[config.mk]
export PLATFORM = sky130hd
export DESIGN_NAME = cooking_sequence_supervisor_core_flat
export DESIGN_NICKNAME = d
export VERILOG_FILES = /design/src/hdl/cssv_pkg.sv /design/src/hdl/cssv_channels.sv /design/src/hdl/cssv_csr.sv /design/src/hdl/cssv_step.sv /design/src/hdl/cooking_sequence_supervisor_core.sv /design/src/flat_wrapper.sv
export SDC_FILE = /design/constraint.sdc
export NUM_CORES = 1
export LEC_CHECK = 0
export ABC_AREA = 1
export BUFFER_PORTS_ARGS = -buffer_cell sky130_fd_sc_hd__buf_2
export CAP_MARGIN = 40
export CORE_MARGIN = 2
export CORE_UTILIZATION = 25
export DETAILED_ROUTE_END_ITERATION = 16
export PLACE_DENSITY_LB_ADDON = 0.3
export SETUP_SLACK_MARGIN = 0.15
export SKIP_CTS_REPAIR_TIMING = 1
export SLEW_MARGIN = 15
export SYNTH_ARGS = -nofsm -noshare
export SYNTH_HDL_FRONTEND = slang
export SYNTH_HIERARCHICAL = 1
export SYNTH_SLANG_ARGS = --single-unit
[constraint.sdc]
create_clock -name clock -period 6.4 [get_ports clock]
set_input_delay 0.32 -clock clock [delete_from_list [all_inputs] [get_ports clock]]
set_output_delay 0.32 -clock clock [all_outputs]
set_load 0.02 [all_outputs]
[src/hdl/cssv_pkg.sv]
// Package: shared types, codes and constants of the cooking sequence supervisor.
`timescale 1ns / 1ps

package cssv_pkg;

   // Width of the time base; all stream timer arithmetic wraps at this width
   localparam int TIME_BITS = 32;

   // Configuration port geometry
   localparam int CSR_ADDR_BITS = 4;
   localparam int CSR_DATA_BITS = 32;

   // Configuration register indexes (byte address / 4)
   typedef enum logic [1:0] {
      REG_DONE_TEMP    = 2'd0,
      REG_TARGET_FLAME = 2'd1,
      REG_STREAM_PER   = 2'd2,
      REG_NONE         = 2'd3
   } reg_idx_type;

   // Register reset values
   localparam logic signed [23:0] DONE_TEMP_RESET    = 24'sd15000;
   localparam logic signed [23:0] TARGET_FLAME_RESET = 24'sd40000;
   localparam logic [15:0]        STREAM_PER_RESET   = 16'd1000;

   // Command codes
   typedef enum logic [2:0] {
      OP_NONE    = 3'd0,
      OP_HOME    = 3'd1,
      OP_START   = 3'd2,
      OP_STOP    = 3'd3,
      OP_ESTOP   = 3'd4,
      OP_RESET   = 3'd5,
      OP_STATUS  = 3'd6,
      OP_UNKNOWN = 3'd7
   } op_type;

   // Supervisor modes
   typedef enum logic [2:0] {
      MODE_UNINIT  = 3'd0,
      MODE_WAIT    = 3'd1,
      MODE_HOMING  = 3'd2,
      MODE_READY   = 3'd3,
      MODE_COOKING = 3'd4,
      MODE_REMOVAL = 3'd5,
      MODE_DONE    = 3'd6,
      MODE_FAULT   = 3'd7
   } mode_type;

   // Overall status codes
   localparam logic [1:0] STAT_UNINIT  = 2'd0;
   localparam logic [1:0] STAT_RUNNING = 2'd1;
   localparam logic [1:0] STAT_FAULT   = 2'd2;

   // Configuration values seen by the datapath
   typedef struct packed {
      logic signed [23:0] done_temp_fx100;
      logic signed [23:0] target_flame_temp_fx100;
      logic [15:0]        stream_period_ms;
   } cfg_type;

   // One input transaction
   typedef struct packed {
      logic [2:0]         opcode;
      logic [31:0]        status_span_ms;
      logic [31:0]        now_ms;
      logic               z_faulted;
      logic               z_homed;
      logic               z_busy;
      logic               r_faulted;
      logic               ir_valid;
      logic signed [23:0] ir_temp_fx100;
      logic               tc_valid;
      logic signed [23:0] tc_temp_fx100;
   } req_item_type;

   // One result transaction
   typedef struct packed {
      logic [2:0]         mode;
      logic [1:0]         overall_status;
      logic               start_homing;
      logic               start_cooking;
      logic               go_removal;
      logic               emergency_stop;
      logic               reset_faults;
      logic               report_status;
      logic               flame_temp_valid;
      logic signed [23:0] flame_temp_fx100;
   } rsp_item_type;

   // Supervisor state carried from tick to tick
   typedef struct packed {
      mode_type               mode;
      logic                   stream_active;
      logic [TIME_BITS-1:0]   stream_start_ms;
      logic [TIME_BITS-1:0]   stream_length_ms;
      logic [TIME_BITS-1:0]   last_report_ms;
   } sup_state_type;

endpackage

[src/hdl/cssv_channels.sv]
// Interfaces: valid/ready channels for tick transactions and result transactions.
`timescale 1ns / 1ps

interface cssv_req_if;
   logic               valid;
   logic               ready;
   logic [2:0]         opcode;
   logic [31:0]        status_span_ms;
   logic [31:0]        now_ms;
   logic               z_faulted;
   logic               z_homed;
   logic               z_busy;
   logic               r_faulted;
   logic               ir_valid;
   logic signed [23:0] ir_temp_fx100;
   logic               tc_valid;
   logic signed [23:0] tc_temp_fx100;

   modport source (
      output valid, opcode, status_span_ms, now_ms, z_faulted, z_homed, z_busy,
             r_faulted, ir_valid, ir_temp_fx100, tc_valid, tc_temp_fx100,
      input  ready
   );
   modport sink (
      input  valid, opcode, status_span_ms, now_ms, z_faulted, z_homed, z_busy,
             r_faulted, ir_valid, ir_temp_fx100, tc_valid, tc_temp_fx100,
      output ready
   );
endinterface

interface cssv_rsp_if;
   logic               valid;
   logic               ready;
   logic [2:0]         mode;
   logic [1:0]         overall_status;
   logic               start_homing;
   logic               start_cooking;
   logic               go_removal;
   logic               emergency_stop;
   logic               reset_faults;
   logic               report_status;
   logic               flame_temp_valid;
   logic signed [23:0] flame_temp_fx100;

   modport source (
      output valid, mode, overall_status, start_homing, start_cooking, go_removal,
             emergency_stop, reset_faults, report_status, flame_temp_valid,
             flame_temp_fx100,
      input  ready
   );
   modport sink (
      input  valid, mode, overall_status, start_homing, start_cooking, go_removal,
             emergency_stop, reset_faults, report_status, flame_temp_valid,
             flame_temp_fx100,
      output ready
   );
endinterface

[src/hdl/cssv_csr.sv]
// Module: APB-style configuration registers of the supervisor.
`timescale 1ns / 1ps

module cssv_csr (
   input  logic                                 clock,
   input  logic                                 reset,
   input  logic                                 psel,
   input  logic                                 penable,
   input  logic                                 pwrite,
   input  logic [cssv_pkg::CSR_ADDR_BITS-1:0]   paddr,
   input  logic [cssv_pkg::CSR_DATA_BITS-1:0]   pwdata,
   output logic [cssv_pkg::CSR_DATA_BITS-1:0]   prdata,
   output logic                                 pready,
   output cssv_pkg::cfg_type                    cfg
);

   cssv_pkg::cfg_type     cfg_ff, cfg_in;
   cssv_pkg::reg_idx_type reg_idx;
   logic                  wr_en;

   // Word decode of the byte address
   assign reg_idx = cssv_pkg::reg_idx_type'(paddr[3:2]);
   assign pready  = 1'b1;
   assign wr_en   = psel && penable && pwrite && pready;

   // Register write
   always_comb begin
      cfg_in = cfg_ff;
      if (wr_en) begin
         case (reg_idx)
            cssv_pkg::REG_DONE_TEMP:    cfg_in.done_temp_fx100 = pwdata[23:0];
            cssv_pkg::REG_TARGET_FLAME: cfg_in.target_flame_temp_fx100 = pwdata[23:0];
            cssv_pkg::REG_STREAM_PER:   cfg_in.stream_period_ms = pwdata[15:0];
            default:                    cfg_in = cfg_ff;
         endcase
      end
   end

   always_ff @(posedge clock) begin
      if (reset) begin
         cfg_ff.done_temp_fx100         <= cssv_pkg::DONE_TEMP_RESET;
         cfg_ff.target_flame_temp_fx100 <= cssv_pkg::TARGET_FLAME_RESET;
         cfg_ff.stream_period_ms        <= cssv_pkg::STREAM_PER_RESET;
      end else begin
         cfg_ff <= cfg_in;
      end
   end

   // Read mux
   always_comb begin
      case (reg_idx)
         cssv_pkg::REG_DONE_TEMP:    prdata = {8'd0, cfg_ff.done_temp_fx100};
         cssv_pkg::REG_TARGET_FLAME: prdata = {8'd0, cfg_ff.target_flame_temp_fx100};
         cssv_pkg::REG_STREAM_PER:   prdata = {16'd0, cfg_ff.stream_period_ms};
         default:                    prdata = '0;
      endcase
   end

   assign cfg = cfg_ff;

endmodule

[src/hdl/cssv_step.sv]
// Module: one supervisor tick: command handling, stream timer and mode transitions.
`timescale 1ns / 1ps

module cssv_step (
   input  cssv_pkg::cfg_type       cfg,
   input  cssv_pkg::sup_state_type cur,
   input  cssv_pkg::req_item_type  item,
   output cssv_pkg::sup_state_type nxt,
   output cssv_pkg::rsp_item_type  res
);

   localparam int TB = cssv_pkg::TIME_BITS;

   logic [TB-1:0]      now, dur, period;
   logic [TB-1:0]      since_start, since_report;
   cssv_pkg::mode_type m;
   cssv_pkg::op_type   op;
   logic               s_home, s_cook, s_rem, s_estop, s_rst, s_rep;

   assign now    = TB'(item.now_ms);
   assign dur    = TB'(item.status_span_ms);
   assign period = TB'(cfg.stream_period_ms);
   assign op     = cssv_pkg::op_type'(item.opcode);

   always_comb begin
      nxt     = cur;
      s_home  = 1'b0;
      s_cook  = 1'b0;
      s_rem   = 1'b0;
      s_estop = 1'b0;
      s_rst   = 1'b0;
      s_rep   = 1'b0;

      // First tick leaves the uninitialized mode
      m = (cur.mode == cssv_pkg::MODE_UNINIT) ? cssv_pkg::MODE_WAIT : cur.mode;

      // Command handling
      case (op)
         cssv_pkg::OP_HOME: begin
            if (m == cssv_pkg::MODE_WAIT || m == cssv_pkg::MODE_READY ||
                m == cssv_pkg::MODE_DONE) begin
               s_home = 1'b1;
               m      = cssv_pkg::MODE_HOMING;
            end
         end
         cssv_pkg::OP_START: begin
            if (m == cssv_pkg::MODE_READY && item.z_homed) begin
               s_cook = 1'b1;
               m      = cssv_pkg::MODE_COOKING;
            end
         end
         cssv_pkg::OP_STOP: begin
            if (m == cssv_pkg::MODE_COOKING || m == cssv_pkg::MODE_READY ||
                m == cssv_pkg::MODE_DONE) begin
               s_rem = 1'b1;
               m     = cssv_pkg::MODE_REMOVAL;
            end
         end
         cssv_pkg::OP_ESTOP: begin
            s_estop = 1'b1;
            m       = cssv_pkg::MODE_FAULT;
         end
         cssv_pkg::OP_RESET: begin
            if (m == cssv_pkg::MODE_FAULT || m == cssv_pkg::MODE_DONE) begin
               s_rst             = 1'b1;
               nxt.stream_active = 1'b0;
               m                 = cssv_pkg::MODE_WAIT;
            end
         end
         cssv_pkg::OP_STATUS: begin
            if (dur != '0) begin
               nxt.stream_active    = 1'b1;
               nxt.stream_start_ms  = now;
               nxt.stream_length_ms = dur;
               nxt.last_report_ms   = now - period;
            end else begin
               s_rep = 1'b1;
            end
         end
         default: ;
      endcase

      // Status stream timer, wrapping differences
      since_start  = now - nxt.stream_start_ms;
      since_report = now - nxt.last_report_ms;
      if (nxt.stream_active) begin
         if (since_start >= nxt.stream_length_ms) begin
            nxt.stream_active = 1'b0;
         end else if (since_report >= period) begin
            nxt.last_report_ms = now;
            s_rep              = 1'b1;
         end
      end

      // Mode transitions
      case (m)
         cssv_pkg::MODE_HOMING: begin
            if (item.z_faulted) begin
               s_estop = 1'b1;
               m       = cssv_pkg::MODE_FAULT;
            end else if (item.z_homed && !item.z_busy) begin
               m = cssv_pkg::MODE_READY;
            end
         end
         cssv_pkg::MODE_COOKING: begin
            if (item.r_faulted || item.z_faulted) begin
               s_estop = 1'b1;
               m       = cssv_pkg::MODE_FAULT;
            end else if (item.ir_valid && (item.ir_temp_fx100 >= cfg.done_temp_fx100)) begin
               s_rem = 1'b1;
               m     = cssv_pkg::MODE_REMOVAL;
            end
         end
         cssv_pkg::MODE_REMOVAL: begin
            if (item.z_faulted) begin
               s_estop = 1'b1;
               m       = cssv_pkg::MODE_FAULT;
            end else if (!item.z_busy) begin
               m = cssv_pkg::MODE_DONE;
            end
         end
         default: ;
      endcase

      nxt.mode = m;

      // Result transaction
      res.mode = m;
      if (m == cssv_pkg::MODE_UNINIT) begin
         res.overall_status = cssv_pkg::STAT_UNINIT;
      end else if (m == cssv_pkg::MODE_FAULT) begin
         res.overall_status = cssv_pkg::STAT_FAULT;
      end else begin
         res.overall_status = cssv_pkg::STAT_RUNNING;
      end
      res.start_homing     = s_home;
      res.start_cooking    = s_cook;
      res.go_removal       = s_rem;
      res.emergency_stop   = s_estop;
      res.reset_faults     = s_rst;
      res.report_status    = s_rep;
      res.flame_temp_valid = item.tc_valid;
      res.flame_temp_fx100 = item.tc_valid ? item.tc_temp_fx100 : '0;
   end

endmodule

[src/hdl/cooking_sequence_supervisor_core.sv]
// Module: top level of the cooking sequence supervisor.
`timescale 1ns / 1ps
// A result appears on rsp once its tick transaction has passed the input register and
// then the step logic into the result register. Throughput: one tick per cycle
// unless rsp stalls; the supervisor state feeds back through one register.
// While a result waits on rsp ready the input register takes one more tick, then req stalls.
// Reset (synchronous, active high) clears both pipeline stages, the mode to uninitialized,
// the stream timer state to zero and the configuration registers to their defaults.

module cooking_sequence_supervisor_core (
   input  logic                               clock,
   input  logic                               reset,
   cssv_req_if.sink                           req_if,
   cssv_rsp_if.source                         rsp_if,
   input  logic                               psel,
   input  logic                               penable,
   input  logic                               pwrite,
   input  logic [cssv_pkg::CSR_ADDR_BITS-1:0] paddr,
   input  logic [cssv_pkg::CSR_DATA_BITS-1:0] pwdata,
   output logic [cssv_pkg::CSR_DATA_BITS-1:0] prdata,
   output logic                               pready
);

   cssv_pkg::cfg_type       cfg;
   cssv_pkg::req_item_type  req_item;
   cssv_pkg::req_item_type  in_item_ff, in_item_in;
   logic                    in_valid_ff, in_valid_in;
   cssv_pkg::rsp_item_type  out_item_ff, out_item_in, step_res;
   logic                    out_valid_ff, out_valid_in;
   cssv_pkg::sup_state_type state_ff, state_in, step_nxt;
   logic                    advance, req_accept;

   cssv_csr u_csr (
      .clock   (clock),
      .reset   (reset),
      .psel    (psel),
      .penable (penable),
      .pwrite  (pwrite),
      .paddr   (paddr),
      .pwdata  (pwdata),
      .prdata  (prdata),
      .pready  (pready),
      .cfg     (cfg)
   );

   // Gather the incoming transaction
   always_comb begin
      req_item.opcode             = req_if.opcode;
      req_item.status_span_ms     = req_if.status_span_ms;
      req_item.now_ms             = req_if.now_ms;
      req_item.z_faulted          = req_if.z_faulted;
      req_item.z_homed            = req_if.z_homed;
      req_item.z_busy             = req_if.z_busy;
      req_item.r_faulted          = req_if.r_faulted;
      req_item.ir_valid           = req_if.ir_valid;
      req_item.ir_temp_fx100      = req_if.ir_temp_fx100;
      req_item.tc_valid           = req_if.tc_valid;
      req_item.tc_temp_fx100      = req_if.tc_temp_fx100;
   end

   // Pipeline handshake
   assign advance       = !out_valid_ff || rsp_if.ready;
   assign req_if.ready  = !in_valid_ff || advance;
   assign req_accept    = req_if.valid && req_if.ready;

   cssv_step u_step (
      .cfg  (cfg),
      .cur  (state_ff),
      .item (in_item_ff),
      .nxt  (step_nxt),
      .res  (step_res)
   );

   // Next values of the stages and the supervisor state
   always_comb begin
      in_item_in   = in_item_ff;
      in_valid_in  = in_valid_ff;
      out_item_in  = out_item_ff;
      out_valid_in = out_valid_ff;
      state_in     = state_ff;
      if (advance) begin
         out_valid_in = in_valid_ff;
         in_valid_in  = 1'b0;
         if (in_valid_ff) begin
            out_item_in = step_res;
            state_in    = step_nxt;
         end
      end
      if (req_accept) begin
         in_item_in  = req_item;
         in_valid_in = 1'b1;
      end
   end

   // Control and state registers
   always_ff @(posedge clock) begin
      if (reset) begin
         in_valid_ff  <= 1'b0;
         out_valid_ff <= 1'b0;
         state_ff     <= '{mode: cssv_pkg::MODE_UNINIT, default: '0};
      end else begin
         in_valid_ff  <= in_valid_in;
         out_valid_ff <= out_valid_in;
         state_ff     <= state_in;
      end
   end

   // Payload registers
   always_ff @(posedge clock) begin
      in_item_ff  <= in_item_in;
      out_item_ff <= out_item_in;
   end

   // Result channel
   assign rsp_if.valid            = out_valid_ff;
   assign rsp_if.mode             = out_item_ff.mode;
   assign rsp_if.overall_status   = out_item_ff.overall_status;
   assign rsp_if.start_homing     = out_item_ff.start_homing;
   assign rsp_if.start_cooking    = out_item_ff.start_cooking;
   assign rsp_if.go_removal       = out_item_ff.go_removal;
   assign rsp_if.emergency_stop   = out_item_ff.emergency_stop;
   assign rsp_if.reset_faults     = out_item_ff.reset_faults;
   assign rsp_if.report_status    = out_item_ff.report_status;
   assign rsp_if.flame_temp_valid = out_item_ff.flame_temp_valid;
   assign rsp_if.flame_temp_fx100 = out_item_ff.flame_temp_fx100;

endmodule
[src/flat_wrapper.sv]
// flat-port wrapper written by rule: the top's interface ports become plain ports
module cooking_sequence_supervisor_core_flat 
  (clock, reset, psel, penable, pwrite, paddr, pwdata, prdata, pready, req_if_valid, req_if_opcode, req_if_status_span_ms, req_if_now_ms, req_if_z_faulted, req_if_z_homed, req_if_z_busy, req_if_r_faulted, req_if_ir_valid, req_if_ir_temp_fx100, req_if_tc_valid, req_if_tc_temp_fx100, req_if_ready, rsp_if_valid, rsp_if_mode, rsp_if_overall_status, rsp_if_start_homing, rsp_if_start_cooking, rsp_if_go_removal, rsp_if_emergency_stop, rsp_if_reset_faults, rsp_if_report_status, rsp_if_flame_temp_valid, rsp_if_flame_temp_fx100, rsp_if_ready);
  cssv_req_if req_if_i ();
  cssv_rsp_if rsp_if_i ();
  input  logic clock;
  input  logic reset;
  input  logic psel;
  input  logic penable;
  input  logic pwrite;
  input  logic [cssv_pkg::CSR_ADDR_BITS-1:0] paddr;
  input  logic [cssv_pkg::CSR_DATA_BITS-1:0] pwdata;
  output logic [cssv_pkg::CSR_DATA_BITS-1:0] prdata;
  output logic pready;
  input wire logic [$bits(req_if_i.valid)-1:0] req_if_valid;
  input wire logic [$bits(req_if_i.opcode)-1:0] req_if_opcode;
  input wire logic [$bits(req_if_i.status_span_ms)-1:0] req_if_status_span_ms;
  input wire logic [$bits(req_if_i.now_ms)-1:0] req_if_now_ms;
  input wire logic [$bits(req_if_i.z_faulted)-1:0] req_if_z_faulted;
  input wire logic [$bits(req_if_i.z_homed)-1:0] req_if_z_homed;
  input wire logic [$bits(req_if_i.z_busy)-1:0] req_if_z_busy;
  input wire logic [$bits(req_if_i.r_faulted)-1:0] req_if_r_faulted;
  input wire logic [$bits(req_if_i.ir_valid)-1:0] req_if_ir_valid;
  input wire logic [$bits(req_if_i.ir_temp_fx100)-1:0] req_if_ir_temp_fx100;
  input wire logic [$bits(req_if_i.tc_valid)-1:0] req_if_tc_valid;
  input wire logic [$bits(req_if_i.tc_temp_fx100)-1:0] req_if_tc_temp_fx100;
  output wire logic [$bits(req_if_i.ready)-1:0] req_if_ready;
  output wire logic [$bits(rsp_if_i.valid)-1:0] rsp_if_valid;
  output wire logic [$bits(rsp_if_i.mode)-1:0] rsp_if_mode;
  output wire logic [$bits(rsp_if_i.overall_status)-1:0] rsp_if_overall_status;
  output wire logic [$bits(rsp_if_i.start_homing)-1:0] rsp_if_start_homing;
  output wire logic [$bits(rsp_if_i.start_cooking)-1:0] rsp_if_start_cooking;
  output wire logic [$bits(rsp_if_i.go_removal)-1:0] rsp_if_go_removal;
  output wire logic [$bits(rsp_if_i.emergency_stop)-1:0] rsp_if_emergency_stop;
  output wire logic [$bits(rsp_if_i.reset_faults)-1:0] rsp_if_reset_faults;
  output wire logic [$bits(rsp_if_i.report_status)-1:0] rsp_if_report_status;
  output wire logic [$bits(rsp_if_i.flame_temp_valid)-1:0] rsp_if_flame_temp_valid;
  output wire logic [$bits(rsp_if_i.flame_temp_fx100)-1:0] rsp_if_flame_temp_fx100;
  input wire logic [$bits(rsp_if_i.ready)-1:0] rsp_if_ready;
  assign req_if_i.valid = req_if_valid;
  assign req_if_i.opcode = req_if_opcode;
  assign req_if_i.status_span_ms = req_if_status_span_ms;
  assign req_if_i.now_ms = req_if_now_ms;
  assign req_if_i.z_faulted = req_if_z_faulted;
  assign req_if_i.z_homed = req_if_z_homed;
  assign req_if_i.z_busy = req_if_z_busy;
  assign req_if_i.r_faulted = req_if_r_faulted;
  assign req_if_i.ir_valid = req_if_ir_valid;
  assign req_if_i.ir_temp_fx100 = req_if_ir_temp_fx100;
  assign req_if_i.tc_valid = req_if_tc_valid;
  assign req_if_i.tc_temp_fx100 = req_if_tc_temp_fx100;
  assign req_if_ready = req_if_i.ready;
  assign rsp_if_valid = rsp_if_i.valid;
  assign rsp_if_mode = rsp_if_i.mode;
  assign rsp_if_overall_status = rsp_if_i.overall_status;
  assign rsp_if_start_homing = rsp_if_i.start_homing;
  assign rsp_if_start_cooking = rsp_if_i.start_cooking;
  assign rsp_if_go_removal = rsp_if_i.go_removal;
  assign rsp_if_emergency_stop = rsp_if_i.emergency_stop;
  assign rsp_if_reset_faults = rsp_if_i.reset_faults;
  assign rsp_if_report_status = rsp_if_i.report_status;
  assign rsp_if_flame_temp_valid = rsp_if_i.flame_temp_valid;
  assign rsp_if_flame_temp_fx100 = rsp_if_i.flame_temp_fx100;
  assign rsp_if_i.ready = rsp_if_ready;
  cooking_sequence_supervisor_core u_core (.clock(clock), .reset(reset), .req_if(req_if_i), .rsp_if(rsp_if_i), .psel(psel), .penable(penable), .pwrite(pwrite), .paddr(paddr), .pwdata(pwdata), .prdata(prdata), .pready(pready));
endmodule
==> metrics.cfg <==
[outcome]
status=finished clean

[synthesis]
synth_edf_count=157
syn_inst=2910
ys_ff_latch=323
synth-async-reset-ratio_pct=0
synthFlopType=dfxtp_1
avgSynthCellArea_sq_um=7.266
synth_area_sq_um=21150
synth_seq_area_share_pct=38.01
synth_warnings=6
synth.distinct_cells=54

[global_route]
antenna_found_initial=8
grt_max_degree=124
first_global_vias=17670
track_usage_pct=14.50
grt-ovfl-total=0
grt_pass1_wl_mm=98.93

[die]
die_area_sq_um=86920
core_sq_um=83690
rows=106
dieWidth_um=294.8
ioPinCount=235
initial_utilization_pct=25.27
dieHeight_um=294.8

[hold_path]
hp-class=in -> reg
min-delay-start=req_if_valid

[final_layout]
regArea_sq_um=8041
stdcell_count=4427
fill_cells=9077
area_delta_synth_final_pct=26.24
nets=3573
drive_gt1_share_pct=14.91
multi_input_area_sq_um=10830

[placement]
pre_cts_ws_ps=-76.22
dp_hpwl_mm=46.59
place_congestion=0.8370
port_buffers=215
place_inst=4196

[clock_network]
htreeDepth=2
path_clk_slew_ps=60
ctsLongestPathBuffers=3
cts_inserted_buffers=42
cts_root_buf=clkbuf_16
insertion_delay_ps=600
cts_tree=built
cts_sinks=323

[route]
drcViolationCount=0
wl_per_cell_um=14.82
final_antenna_net_count=0
vias=19300
drtIter0Drc=1028
routed_via_density=4.361
drt_first_pass_iters=7
totalWireLength_mm=65.61

[timing]
report.final.slew_viol_count=0
setup_slack_ps=502.8
worst_slew_pin_slew_ps=838.6
finalClockSkew_ps=30.18
min_period_ps=5897
fmax_ghz=0.1696
setup_viol=0
maxSlewHeadroom_pct=44.10
rsz0062_at_grt=true
hold_violations=0
period_share_pct=92.14

[setup_path]
crit_path_max_fanout=10
slowest_delay_ps=380
rr_startpoint=u_core/in_item_ff[91]$_DFFE_PP_
worstPathRequired_ps=6880
cpMaxStageDelayCell=edfxtp_1
end_kind=flip-flop
cp-startpoint=u_core/in_item_ff[91]$_DFFE_PP_
path_class=reg -> reg
worstPathArrival_ps=6380
timing.reg2reg.setup_slack_ps=500
startpoint_type=flip-flop

[power_and_ir_drop]
ir_drop_v=0.0002719
p_leak_nw=12.52
power_density_nw_per_um2=242.7

[run]
maxCapViolCount=0

-- power breakdown --
group | switching (W) | internal, W
combinational | 0.000939 | 0.000683
sequential | 0.0000831 | 0.00229
clock | 0.00100 | 0.00148
-- metrics by stage --
step           TNS (ps)  cell area [sq um]  utilization [%]  power [W]  hold WS, ps
5_1_grt               0              26690            31.90   0.006893        2.567
3_5_place_dp      -1116              23500            28.08   0.003909        444.8
6_report              0              26690            31.90   0.006478        38.15
2_1_floorplan         0              21170                -   0.003491        389.1
3_3_place_gp          0              23400            27.96   0.003894        439.9
4_1_cts           -2268              24940            29.81   0.006440       -147.8
-- final timing paths --
path | cells past startpoint | endpoint
max | 40 | u_core/state_ff[11]$_SDFFE_PP0P_
min | 3 | u_core/in_valid_ff$_SDFFE_PP0P_
max reg2reg | 40 | u_core/state_ff[11]$_SDFFE_PP0P_
min reg2reg | 2 | u_core/u_csr/cfg[26]$_SDFFE_PP1P_
-- state kept, by name, indices dropped and copies added, names as in the netlist --
signal	cells
u_core/in_item_ff	121
u_core/state_ff	100
u_core/u_csr/cfg	64
u_core/rsp_if.flame_temp_fx100	24
u_core/rsp_if.mode	3
u_core/rsp_if.overall_status	2
u_core/in_valid_ff	1
u_core/rsp_if.emergency_stop	1
u_core/rsp_if.flame_temp_valid	1
u_core/rsp_if.go_removal	1
u_core/rsp_if.report_status	1
u_core/rsp_if.reset_faults	1
u_core/rsp_if.start_cooking	1
u_core/rsp_if.start_homing	1
u_core/rsp_if.valid	1
-- critical path, delay by kind of cell (launching register included) --
family	cells	cell delay, ps
adder cells (fa/ha/maj)	2	600
XOR/XNOR	1	130
AND/OR/NAND/NOR	14	1450
flip-flops	1	380
buffers and inverters	7	820
AO/OA/AOI/OAI	16	2390
-- Yosys cell counts (4+ instances only) --
| library cell | number | share of area (%) |
|---|---|---|
| nor2_2 | 5 | 0.15 |
| dfxtp_1 | 166 | 16 |
| nand3_2 | 7 | 0.33 |
| buf_4 | 38 | 1.3 |
| inv_1 | 437 | 7.8 |
| o21a_1 | 4 | 0.14 |
| a21boi_0 | 5 | 0.18 |
| nand2_2 | 11 | 0.33 |
| edfxtp_1 | 157 | 22 |
| o21ai_0 | 108 | 2.6 |
| nor4_1 | 4 | 0.12 |
| xnor2_1 | 20 | 0.83 |
| clkinv_1 | 4 | 0.071 |
| nor3_1 | 24 | 0.57 |
| inv_2 | 8 | 0.14 |
| nand2_1 | 646 | 11 |
| ha_1 | 147 | 8.7 |
| nor2_4 | 7 | 0.37 |
| o211ai_1 | 10 | 0.36 |
| nand4_1 | 19 | 0.56 |
| a31oi_1 | 12 | 0.36 |
| a211oi_1 | 7 | 0.25 |
| xor2_1 | 42 | 1.7 |
| o21ai_1 | 5 | 0.12 |
| o21bai_1 | 6 | 0.21 |
| clkbuf_1 | 35 | 0.62 |
| nor2_1 | 343 | 6.1 |
| a21oi_1 | 214 | 5.1 |
| or2_2 | 45 | 1.3 |
| nand3_1 | 270 | 6.4 |
| buf_2 | 31 | 0.73 |
| a22o_1 | 9 | 0.37 |
| buf_6 | 19 | 1.0 |
| buf_1 | 10 | 0.18 |
-- per-layer routing --
metal,vias to the layer above,global-route usage [%],share of wire [%]
met5,-,0,0.11
met4,12,3.758,2.0
met3,82,3.665,6.0
met2,405,23.68,45
met1,8740,18.97,46
li1,10070,-,-
-- layout by cell type, fill, tap and decap left out, types with 5 or more instances in the layout --
cell type / count
a211oi_1: 7
a21oi_1: 209
a22o_1: 9
a31oi_1: 10
buf_12: 9
buf_2: 215
buf_4: 64
bufinv_16: 5
clkbuf_1: 9
clkbuf_16: 45
clkinv_2: 9
conb_1: 9
dfxtp_1: 165
dlygate4sd3_1: 134
edfxtp_1: 157
ha_1: 145
inv_1: 436
inv_2: 7
nand2_1: 642
nand2_2: 11
nand3_1: 270
nand3_2: 7
nand4_1: 19
nor2_1: 338
nor2_2: 6
nor2_4: 11
nor3_1: 24
o211ai_1: 10
o21ai_0: 95
o21ai_1: 9
o21ai_2: 10
o21bai_1: 5
or2_2: 45
xnor2_1: 20
xor2_1: 42
-- cells by family after synthesis --
family / after synthesis / synth area share, %
AO/OA/AOI/OAI: 402 / 10.49
XOR/XNOR: 62 / 2.568
adder cells (fa/ha/maj): 150 / 8.982
buffers and inverters: 582 / 11.86
flip-flops: 323 / 38.01
other: 2 / 0.03552
AND/OR/NAND/NOR: 1389 / 28.05
-- area by class of cell --
cell class                      instances  area share [%]
Multi-Input combinational cell       2012           40.57
Sequential cell                       323           30.13
Timing Repair Buffer                  431           12.21
Inverter                              449           6.347
Tap cell                             1134           5.315
Clock buffer                           54           4.261
Clock inverter                         23           1.162
Antenna cell                            1        0.009375
No activity file was read; power rests on OpenSTA's default activity.
